**src/design/pcbb_pkg.sv**
```systemverilog
// Shared types and constants for the point cloud bounding box unit.
// No dependencies.
`timescale 1ns / 1ps

package pcbb_pkg;

    // Operand select codes for the shared squaring multiplier
    localparam logic [1:0] AXIS_X = 2'd0;
    localparam logic [1:0] AXIS_Y = 2'd1;
    localparam logic [1:0] AXIS_Z = 2'd2;

    // Controller to datapath command word
    typedef struct packed {
        logic       pt_take;   // fold the incoming point into the extremes
        logic       first;     // point opens a set: load all extremes
        logic       wid_load;  // latch widths, clear accumulator and root
        logic       mul_en;    // square the selected width
        logic [1:0] mul_sel;   // width picked for squaring
        logic       acc_en;    // add last product into the sum of squares
        logic       root_step; // one digit of the square root
        logic       out_load;  // move box and diagonal into the output register
    } t_dp_cmd;

endpackage

```
**src/design/pcbb_if.sv**
```systemverilog
// Request channel interfaces: input points and output boxes.
// Depends on nothing; width follows COORD_BITS.
`timescale 1ns / 1ps

interface pcbb_pt_if #(parameter int COORD_BITS = 24);
    logic                         valid;
    logic                         ready;
    logic signed [COORD_BITS-1:0] point_x;
    logic signed [COORD_BITS-1:0] point_y;
    logic signed [COORD_BITS-1:0] point_z;
    logic                         last_point;

    modport source (output valid, point_x, point_y, point_z, last_point, input ready);
    modport sink   (input valid, point_x, point_y, point_z, last_point, output ready);
endinterface

interface pcbb_box_if #(parameter int COORD_BITS = 24);
    logic                         valid;
    logic                         ready;
    logic signed [COORD_BITS-1:0] min_x;
    logic signed [COORD_BITS-1:0] min_y;
    logic signed [COORD_BITS-1:0] min_z;
    logic signed [COORD_BITS-1:0] max_x;
    logic signed [COORD_BITS-1:0] max_y;
    logic signed [COORD_BITS-1:0] max_z;
    logic        [COORD_BITS-1:0] width_x;
    logic        [COORD_BITS-1:0] width_y;
    logic        [COORD_BITS-1:0] width_z;
    logic        [COORD_BITS-1:0] width_largest;
    logic        [COORD_BITS-1:0] width_xz_largest;
    logic        [COORD_BITS:0]   diagonal;

    modport source (
        output valid, min_x, min_y, min_z, max_x, max_y, max_z,
               width_x, width_y, width_z, width_largest, width_xz_largest, diagonal,
        input  ready
    );
    modport sink (
        input  valid, min_x, min_y, min_z, max_x, max_y, max_z,
               width_x, width_y, width_z, width_largest, width_xz_largest, diagonal,
        output ready
    );
endinterface

```
**src/design/pcbb_ctrl.sv**
```systemverilog
// Sequencing FSM: accepts points, steps squaring and root, owns output valid.
// Depends on pcbb_pkg.
`timescale 1ns / 1ps

module pcbb_ctrl #(
    parameter int COORD_BITS = 24
) (
    input  logic              i_clk,
    input  logic              i_rst_n,
    input  logic              i_in_valid,
    input  logic              i_in_last,
    output logic              o_in_ready,
    output logic              o_out_valid,
    input  logic              i_out_ready,
    output pcbb_pkg::t_dp_cmd o_cmd
);
    import pcbb_pkg::*;

    localparam int CW = $clog2(COORD_BITS + 2);

    localparam logic [2:0] ST_IDLE = 3'd0;
    localparam logic [2:0] ST_WID  = 3'd1;
    localparam logic [2:0] ST_MUL  = 3'd2;
    localparam logic [2:0] ST_ROOT = 3'd3;
    localparam logic [2:0] ST_DONE = 3'd4;

    logic [2:0]    r_state, n_state;
    logic [CW-1:0] r_cnt, n_cnt;
    logic          r_set_empty, n_set_empty;
    logic          r_out_valid, n_out_valid;
    logic          w_take;

    assign o_in_ready  = (r_state == ST_IDLE);
    assign w_take      = o_in_ready & i_in_valid;
    assign o_out_valid = r_out_valid;

    always_comb begin
        n_state     = r_state;
        n_cnt       = r_cnt;
        n_set_empty = r_set_empty;
        n_out_valid = r_out_valid & ~i_out_ready;
        o_cmd       = '0;
        unique case (r_state)
            ST_IDLE: begin
                if (w_take) begin
                    o_cmd.pt_take = 1'b1;
                    o_cmd.first   = r_set_empty;
                    n_set_empty   = i_in_last;
                    if (i_in_last) begin
                        n_state = ST_WID;
                    end
                end
            end
            ST_WID: begin
                o_cmd.wid_load = 1'b1;
                n_cnt          = '0;
                n_state        = ST_MUL;
            end
            ST_MUL: begin
                // three squares through one multiplier, each product accumulated after it is registered
                o_cmd.mul_en  = (r_cnt < CW'(3));
                o_cmd.mul_sel = r_cnt[1:0];
                o_cmd.acc_en  = (r_cnt != '0);
                n_cnt         = r_cnt + 1'b1;
                if (r_cnt == CW'(3)) begin
                    n_cnt   = '0;
                    n_state = ST_ROOT;
                end
            end
            ST_ROOT: begin
                o_cmd.root_step = 1'b1;
                n_cnt           = r_cnt + 1'b1;
                if (r_cnt == CW'(COORD_BITS)) begin
                    n_state = ST_DONE;
                end
            end
            ST_DONE: begin
                if (!r_out_valid || i_out_ready) begin
                    o_cmd.out_load = 1'b1;
                    n_out_valid    = 1'b1;
                    n_state        = ST_IDLE;
                end
            end
            default: begin
                n_state = ST_IDLE;
            end
        endcase
    end

    always_ff @(posedge i_clk) begin
        if (!i_rst_n) begin
            r_state     <= ST_IDLE;
            r_cnt       <= '0;
            r_set_empty <= 1'b1;
            r_out_valid <= 1'b0;
        end else begin
            r_state     <= n_state;
            r_cnt       <= n_cnt;
            r_set_empty <= n_set_empty;
            r_out_valid <= n_out_valid;
        end
    end

endmodule

```
**src/design/pcbb_dp.sv**
```systemverilog
// Datapath: running extremes, widths, shared squarer, digit-serial root, result register.
// Depends on pcbb_pkg.
`timescale 1ns / 1ps

module pcbb_dp #(
    parameter int COORD_BITS = 24
) (
    input  logic                         i_clk,
    input  pcbb_pkg::t_dp_cmd            i_cmd,
    input  logic signed [COORD_BITS-1:0] i_point_x,
    input  logic signed [COORD_BITS-1:0] i_point_y,
    input  logic signed [COORD_BITS-1:0] i_point_z,
    output logic signed [COORD_BITS-1:0] o_min_x,
    output logic signed [COORD_BITS-1:0] o_min_y,
    output logic signed [COORD_BITS-1:0] o_min_z,
    output logic signed [COORD_BITS-1:0] o_max_x,
    output logic signed [COORD_BITS-1:0] o_max_y,
    output logic signed [COORD_BITS-1:0] o_max_z,
    output logic        [COORD_BITS-1:0] o_width_x,
    output logic        [COORD_BITS-1:0] o_width_y,
    output logic        [COORD_BITS-1:0] o_width_z,
    output logic        [COORD_BITS-1:0] o_width_largest,
    output logic        [COORD_BITS-1:0] o_width_xz_largest,
    output logic        [COORD_BITS:0]   o_diagonal
);
    import pcbb_pkg::*;

    localparam int W  = COORD_BITS;
    localparam int SW = 2 * W + 2;  // sum of three squares
    localparam int RW = W + 4;      // root remainder

    logic signed [W-1:0] r_low_x, r_low_y, r_low_z;
    logic signed [W-1:0] r_high_x, r_high_y, r_high_z;
    logic [W-1:0]        r_wx, r_wy, r_wz;
    logic [W-1:0]        w_op;
    logic [2*W-1:0]      w_sq, r_prod;
    logic [SW-1:0]       r_acc;
    logic [RW-1:0]       r_rem;
    logic [W:0]          r_root;
    logic [RW+1:0]       w_shift, w_trial, w_diff;
    logic                w_fits;
    logic [W-1:0]        w_xz_max, w_xy_max;

    // running extremes
    always_ff @(posedge i_clk) begin
        if (i_cmd.pt_take) begin
            if (i_cmd.first) begin
                r_low_x  <= i_point_x;
                r_low_y  <= i_point_y;
                r_low_z  <= i_point_z;
                r_high_x <= i_point_x;
                r_high_y <= i_point_y;
                r_high_z <= i_point_z;
            end else begin
                if (i_point_x < r_low_x)  r_low_x  <= i_point_x;
                if (i_point_y < r_low_y)  r_low_y  <= i_point_y;
                if (i_point_z < r_low_z)  r_low_z  <= i_point_z;
                if (i_point_x > r_high_x) r_high_x <= i_point_x;
                if (i_point_y > r_high_y) r_high_y <= i_point_y;
                if (i_point_z > r_high_z) r_high_z <= i_point_z;
            end
        end
    end

    always_comb begin
        case (i_cmd.mul_sel)
            AXIS_X:  w_op = r_wx;
            AXIS_Y:  w_op = r_wy;
            default: w_op = r_wz;
        endcase
    end

    assign w_sq = {{W{1'b0}}, w_op} * {{W{1'b0}}, w_op};

    // restoring square root, two radicand bits per step
    assign w_shift = {r_rem, r_acc[SW-1 -: 2]};
    assign w_trial = {3'b000, r_root, 2'b01};
    assign w_fits  = (w_shift >= w_trial);
    assign w_diff  = w_shift - w_trial;

    always_ff @(posedge i_clk) begin
        if (i_cmd.wid_load) begin
            r_wx   <= W'(r_high_x - r_low_x);
            r_wy   <= W'(r_high_y - r_low_y);
            r_wz   <= W'(r_high_z - r_low_z);
            r_acc  <= '0;
            r_rem  <= '0;
            r_root <= '0;
        end
        if (i_cmd.mul_en) begin
            r_prod <= w_sq;
        end
        if (i_cmd.acc_en) begin
            r_acc <= r_acc + {2'b00, r_prod};
        end
        if (i_cmd.root_step) begin
            r_acc  <= {r_acc[SW-3:0], 2'b00};
            r_rem  <= w_fits ? w_diff[RW-1:0] : w_shift[RW-1:0];
            r_root <= {r_root[W-1:0], w_fits};
        end
    end

    assign w_xz_max = (r_wx > r_wz) ? r_wx : r_wz;
    assign w_xy_max = (r_wx > r_wy) ? r_wx : r_wy;

    always_ff @(posedge i_clk) begin
        if (i_cmd.out_load) begin
            o_min_x            <= r_low_x;
            o_min_y            <= r_low_y;
            o_min_z            <= r_low_z;
            o_max_x            <= r_high_x;
            o_max_y            <= r_high_y;
            o_max_z            <= r_high_z;
            o_width_x          <= r_wx;
            o_width_y          <= r_wy;
            o_width_z          <= r_wz;
            o_width_xz_largest <= w_xz_max;
            o_width_largest    <= (r_wz > w_xy_max) ? r_wz : w_xy_max;
            o_diagonal         <= r_root;
        end
    end

endmodule

```
**src/design/point_cloud_bounding_box_unit.sv**
```systemverilog
// Throughput: one point without the last flag per cycle while idle; ready stays high.
// A last point holds ready low after its accept edge while the unit latches the widths,
// runs the shared squarer, forms the COORD_BITS+1 root digits (one per cycle) and loads
// the result register. The result becomes valid as that register loads.
// The load waits, and ready stays low, while an earlier box request is not yet taken.
// Reset (i_rst_n low, synchronous): no result pending, next point opens a set.
// Depends on pcbb_pkg, pcbb_if, pcbb_ctrl, pcbb_dp.
`timescale 1ns / 1ps

module point_cloud_bounding_box_unit #(
    parameter int COORD_BITS = 24
) (
    input  logic i_clk,
    input  logic i_rst_n,
    pcbb_pt_if.sink    i_pt,
    pcbb_box_if.source o_box
);
    import pcbb_pkg::*;

    t_dp_cmd w_cmd;

    // FSM: point acceptance, step counting, output valid/ready
    pcbb_ctrl #(
        .COORD_BITS (COORD_BITS)
    ) u_ctrl (
        .i_clk       (i_clk),
        .i_rst_n     (i_rst_n),
        .i_in_valid  (i_pt.valid),
        .i_in_last   (i_pt.last_point),
        .o_in_ready  (i_pt.ready),
        .o_out_valid (o_box.valid),
        .i_out_ready (o_box.ready),
        .o_cmd       (w_cmd)
    );

    // Arithmetic and the result register; result holds while a request waits
    pcbb_dp #(
        .COORD_BITS (COORD_BITS)
    ) u_dp (
        .i_clk              (i_clk),
        .i_cmd              (w_cmd),
        .i_point_x          (i_pt.point_x),
        .i_point_y          (i_pt.point_y),
        .i_point_z          (i_pt.point_z),
        .o_min_x            (o_box.min_x),
        .o_min_y            (o_box.min_y),
        .o_min_z            (o_box.min_z),
        .o_max_x            (o_box.max_x),
        .o_max_y            (o_box.max_y),
        .o_max_z            (o_box.max_z),
        .o_width_x          (o_box.width_x),
        .o_width_y          (o_box.width_y),
        .o_width_z          (o_box.width_z),
        .o_width_largest    (o_box.width_largest),
        .o_width_xz_largest (o_box.width_xz_largest),
        .o_diagonal         (o_box.diagonal)
    );

endmodule

```
**src/flat_wrapper.sv**
```systemverilog
// flat-port wrapper written by rule: the top's interface ports become plain ports
module point_cloud_bounding_box_unit_flat import pcbb_pkg::*;
#(
    parameter int COORD_BITS = 24
)
  (i_clk, i_rst_n, i_pt_valid, i_pt_point_x, i_pt_point_y, i_pt_point_z, i_pt_last_point, i_pt_ready, o_box_valid, o_box_min_x, o_box_min_y, o_box_min_z, o_box_max_x, o_box_max_y, o_box_max_z, o_box_width_x, o_box_width_y, o_box_width_z, o_box_width_largest, o_box_width_xz_largest, o_box_diagonal, o_box_ready);
  pcbb_pt_if #(.COORD_BITS(COORD_BITS)) i_pt_i ();
  pcbb_box_if #(.COORD_BITS(COORD_BITS)) o_box_i ();
  input  logic i_clk;
  input  logic i_rst_n;
  input wire logic [$bits(i_pt_i.valid)-1:0] i_pt_valid;
  input wire logic [$bits(i_pt_i.point_x)-1:0] i_pt_point_x;
  input wire logic [$bits(i_pt_i.point_y)-1:0] i_pt_point_y;
  input wire logic [$bits(i_pt_i.point_z)-1:0] i_pt_point_z;
  input wire logic [$bits(i_pt_i.last_point)-1:0] i_pt_last_point;
  output wire logic [$bits(i_pt_i.ready)-1:0] i_pt_ready;
  output wire logic [$bits(o_box_i.valid)-1:0] o_box_valid;
  output wire logic [$bits(o_box_i.min_x)-1:0] o_box_min_x;
  output wire logic [$bits(o_box_i.min_y)-1:0] o_box_min_y;
  output wire logic [$bits(o_box_i.min_z)-1:0] o_box_min_z;
  output wire logic [$bits(o_box_i.max_x)-1:0] o_box_max_x;
  output wire logic [$bits(o_box_i.max_y)-1:0] o_box_max_y;
  output wire logic [$bits(o_box_i.max_z)-1:0] o_box_max_z;
  output wire logic [$bits(o_box_i.width_x)-1:0] o_box_width_x;
  output wire logic [$bits(o_box_i.width_y)-1:0] o_box_width_y;
  output wire logic [$bits(o_box_i.width_z)-1:0] o_box_width_z;
  output wire logic [$bits(o_box_i.width_largest)-1:0] o_box_width_largest;
  output wire logic [$bits(o_box_i.width_xz_largest)-1:0] o_box_width_xz_largest;
  output wire logic [$bits(o_box_i.diagonal)-1:0] o_box_diagonal;
  input wire logic [$bits(o_box_i.ready)-1:0] o_box_ready;
  assign i_pt_i.valid = i_pt_valid;
  assign i_pt_i.point_x = i_pt_point_x;
  assign i_pt_i.point_y = i_pt_point_y;
  assign i_pt_i.point_z = i_pt_point_z;
  assign i_pt_i.last_point = i_pt_last_point;
  assign i_pt_ready = i_pt_i.ready;
  assign o_box_valid = o_box_i.valid;
  assign o_box_min_x = o_box_i.min_x;
  assign o_box_min_y = o_box_i.min_y;
  assign o_box_min_z = o_box_i.min_z;
  assign o_box_max_x = o_box_i.max_x;
  assign o_box_max_y = o_box_i.max_y;
  assign o_box_max_z = o_box_i.max_z;
  assign o_box_width_x = o_box_i.width_x;
  assign o_box_width_y = o_box_i.width_y;
  assign o_box_width_z = o_box_i.width_z;
  assign o_box_width_largest = o_box_i.width_largest;
  assign o_box_width_xz_largest = o_box_i.width_xz_largest;
  assign o_box_diagonal = o_box_i.diagonal;
  assign o_box_i.ready = o_box_ready;
  point_cloud_bounding_box_unit #(.COORD_BITS(COORD_BITS)) u_core (.i_clk(i_clk), .i_rst_n(i_rst_n), .i_pt(i_pt_i), .o_box(o_box_i));
endmodule
```
**config.mk**
```make
export PLATFORM = sky130hd
export DESIGN_NAME = point_cloud_bounding_box_unit_flat
export DESIGN_NICKNAME = d
export VERILOG_FILES = /design/src/design/pcbb_pkg.sv /design/src/design/pcbb_if.sv /design/src/design/pcbb_ctrl.sv /design/src/design/pcbb_dp.sv /design/src/design/point_cloud_bounding_box_unit.sv /design/src/flat_wrapper.sv
export SDC_FILE = /design/constraint.sdc
export NUM_CORES = 2
export LEC_CHECK = 0
export BUFFER_PORTS_ARGS = -buffer_cell sky130_fd_sc_hd__buf_2
export CAP_MARGIN = 25
export CORE_UTILIZATION = 40
export CTS_CLUSTER_DIAMETER = 150
export DETAILED_ROUTE_END_ITERATION = 16
export HOLD_SLACK_MARGIN = 0.06
export PLACE_DENSITY = 0.65
export SKIP_LAST_GASP = 1
export SYNTH_ARGS = -nofsm -noshare
export SYNTH_HDL_FRONTEND = slang
export SYNTH_SLANG_ARGS = --single-unit
```
**constraint.sdc**
```tcl
create_clock -name i_clk -period 11.03 [get_ports i_clk]
set_clock_uncertainty 0.2 [all_clocks]
set_input_delay 1.103 -clock i_clk [delete_from_list [all_inputs] [get_ports i_clk]]
set_output_delay 1.103 -clock i_clk [all_outputs]
set_load 0.005 [all_outputs]
```
==> reports/qor.csv <==
stage,metric,value,unit
run_status,status,"complete, no violations",
routing,vias,37080,
cts,htree_num_levels,3,
sta,max_slew_margin,9.966,%
synthesis,syn_avg_cell_area,10.67,sq um
worst_setup_path,worstPathRequired,11210,ps
synthesis,syn-cell-area,0.05198,sq mm
sta,hold_viol_final,0,
flow_run,max-cap-violations,0,
cells_and_area,finalNetCount,6274,
cells_and_area,num-fill-cells,12044,
cells_and_area,multi_input_area,0.02845,sq mm
worst_setup_path,cpMaxStageDelayCell,a221oi_2,
synthesis,synthFlopType,edfxtp_1,
cts,hold_buffers,0,
worst_setup_path,max_stage_delay,630,ps
routing,first_iter_violations,2683,
routing,avgViaCountPerCell,5.276,
floorplan,row_count,131,
synthesis,synth-seq-area-share,38.18,%
global_routing,antenna_found_initial,7,
worst_setup_path,reg2reg_depth,31,
cts,cts_buffers,76,
cells_and_area,area_growth,12.81,%
synthesis,synth_common_cells,"inv_1, edfxtp_1, ha_1, fa_1, nor2_1",
global_routing,grt_max_degree,78,
sta,grt_setup_unrepaired,no,
worst_setup_path,crit_top_cell,fa_1,
cts,cts_sinks,665,
worst_setup_path,startpoint_type,flip-flop,
floorplan,die_width,362.5,microns
global_routing,grt-ovfl-total,0,
sta,fin_crit_sh,92.76,%
cts,ctsResizeCount,0,
cts,cts-root-buf,clkbuf_16,
synthesis,synth-edff-count,653,
floorplan,die_area,0.1314,sq mm
worst_setup_path,r2r_setup_slack,800,ps
floorplan,start_util,40.56,%
floorplan,core-area,0.1282,sq mm
synthesis,async_flop_share,0,%
sta,finalSetupViolations,0,
synthesis,ys_ff_latch,665,
synthesis,ys_warn_count,0,
cts,cts_tree,built,
synthesis,ys_types,78,
worst_setup_path,endpoint_kind,flip-flop,
synthesis,yosys.area.top_type_share,37.72,%
synthesis,synthesis.nets,5907,
floorplan,io_pins,368,
worst_setup_path,critPathMaxFanout,31,
routing,drtPass1Iterations,5,
cells_and_area,register_area,0.01985,sq mm
placement,io_buffer_count,367,
synthesis,yosysTopAreaCell,edfxtp_1,
synthesis,syn_inst,4870,
sta,setup_tns,0,ps
worst_setup_path,crit_type,reg2reg,
placement,place_congestion,0.9504,
worst_setup_path,reg2reg_from,u_core.u_ctrl.r_state[2]$_SDFFE_PN0P_,
global_routing,grt_pass1_vias,37948,
cts,ctsLongestPathBuffers,3,
cells_and_area,drive_gt1_share,11.12,%
synthesis,synth_most_common_cell,inv_1,
synthesis,ys_top_cells_by_area,"edfxtp_1, fa_1, ha_1",
cts,clk_pin_slew,60,ps
worst_setup_path,cp-startpoint,u_core.u_ctrl.r_state[2]$_SDFFE_PN0P_,
routing,wl,144300,microns
routing,wl_per_cell,20.53,microns
worst_setup_path,endpoint,u_core.u_dp.r_prod[45]$_DFFE_PP_,
routing,drc,0,
worst_hold_path,hold_path.class,reg2reg,
worst_setup_path,cp.arrival,10410,ps
cts,cts_setup_buffers,0,
sta,fmaxAchievable,97.74,MHz
floorplan,die_h,362.5,microns
cts,clk_latency,690,ps
routing,final_antenna_net_count,0,
worst_setup_path,r2r_end,u_core.u_dp.r_prod[45]$_DFFE_PP_,
sta,fin_crit,10230,ps
placement,dp_hpwl,113200,microns
sta,drv_slew,0,
global_routing,track_usage,21.92,%
global_routing,grt_pass1_wl,221600,microns
sta,worst_slew_pin_slew,1351,ps
sta,holdWs,246.3,ps
worst_hold_path,hold_start,u_core.u_dp.r_low_z[11]$_DFFE_PP_,
worst max-delay path, delay by kind of cell (launching register included):
kind,cells,cell delay [ps]
adder cells (fa/ha/maj),8,4020
AO/OA/AOI/OAI,6,1950
AND/OR/NAND/NOR,9,1930
buffers and inverters,7,1230
flip-flops,1,450
XOR/XNOR,1,110
how the worst min path moves through the flow:
stage / end / slack, ps / cells past startpoint
detailed placement: u_core.u_dp.o_min_x[20]$_DFFE_PP_ / 230 / 0
global route: u_core.u_dp.o_min_y[19]$_DFFE_PP_ / 250 / 0
CTS: u_core.u_dp.o_min_y[19]$_DFFE_PP_ / 250 / 0
global placement: u_core.u_dp.o_min_y[22]$_DFFE_PP_ / 230 / 0
floorplan: u_core.u_dp.o_diagonal[0]$_DFFE_PP_ / 230 / 0
finish: u_core.u_dp.o_min_z[11]$_DFFE_PP_ / 250 / 0
cell usage in the layout, fill, tap and decap left out, drive strengths merged, types with 56 or more instances in the layout:
master / instances
edfxtp: 653
inv: 895
nor2: 340
fa: 433
clkbuf: 85
mux2i: 72
nor3: 72
a21o: 145
o21ai: 178
nor2b: 70
xnor2: 112
nand4: 76
buf: 416
a21oi: 232
xor2: 56
nand3: 94
ha: 527
nand2: 330
registers in the layout, indices dropped and copies added, names as in the netlist, 25 cells and up:
signal,cells
u_core.u_dp.r_root,25
u_core.u_dp.r_prod,47
u_core.u_dp.r_acc,50
u_core.u_dp.r_rem,28
u_core.u_dp.o_diagonal,25
through the flow:
step	std cells	utilization (%)	cell area (sq um)	worst slack, ps
global route	7027	45.75	58640	214.3
global placement	6888	43.69	56000	953.4
floorplan	4870	-	51980	2319
CTS	7027	45.73	58620	676.1
detailed placement	6888	43.69	56000	775.4
finish	7028	45.75	58640	798.7
layout make-up:
type	count	area share, %
Antenna cell	1	0.004267
Clock buffer	85	3.391
Clock inverter	54	1.080
Inverter	893	5.716
Multi-Input combinational cell	3185	48.51
Sequential cell	665	33.85
Tap cell	1729	3.689
Timing Repair Buffer	416	3.760
cell families after synthesis:
family          synth area share (%)
compound gates                 10.58
buf+inv                        7.380
simple gates                   10.22
mux                            1.451
xor+xnor                       2.831
flops                          38.18
fa+ha+maj                      29.36
layer usage:
layer	global-route usage, %	routed length (microns)	vias up	share of wire, %
li1	-	-	17370	-
met1	28.26	60610	18221	42
met2	35.68	66770	1266	46
met3	6.230	12860	217	8.9
met4	6.519	4013	6	2.8
met5	0	33	-	0.023
Power is not shown: default switching activity piles up to over one toggle a cycle in this logic, so the estimate is an artifact.
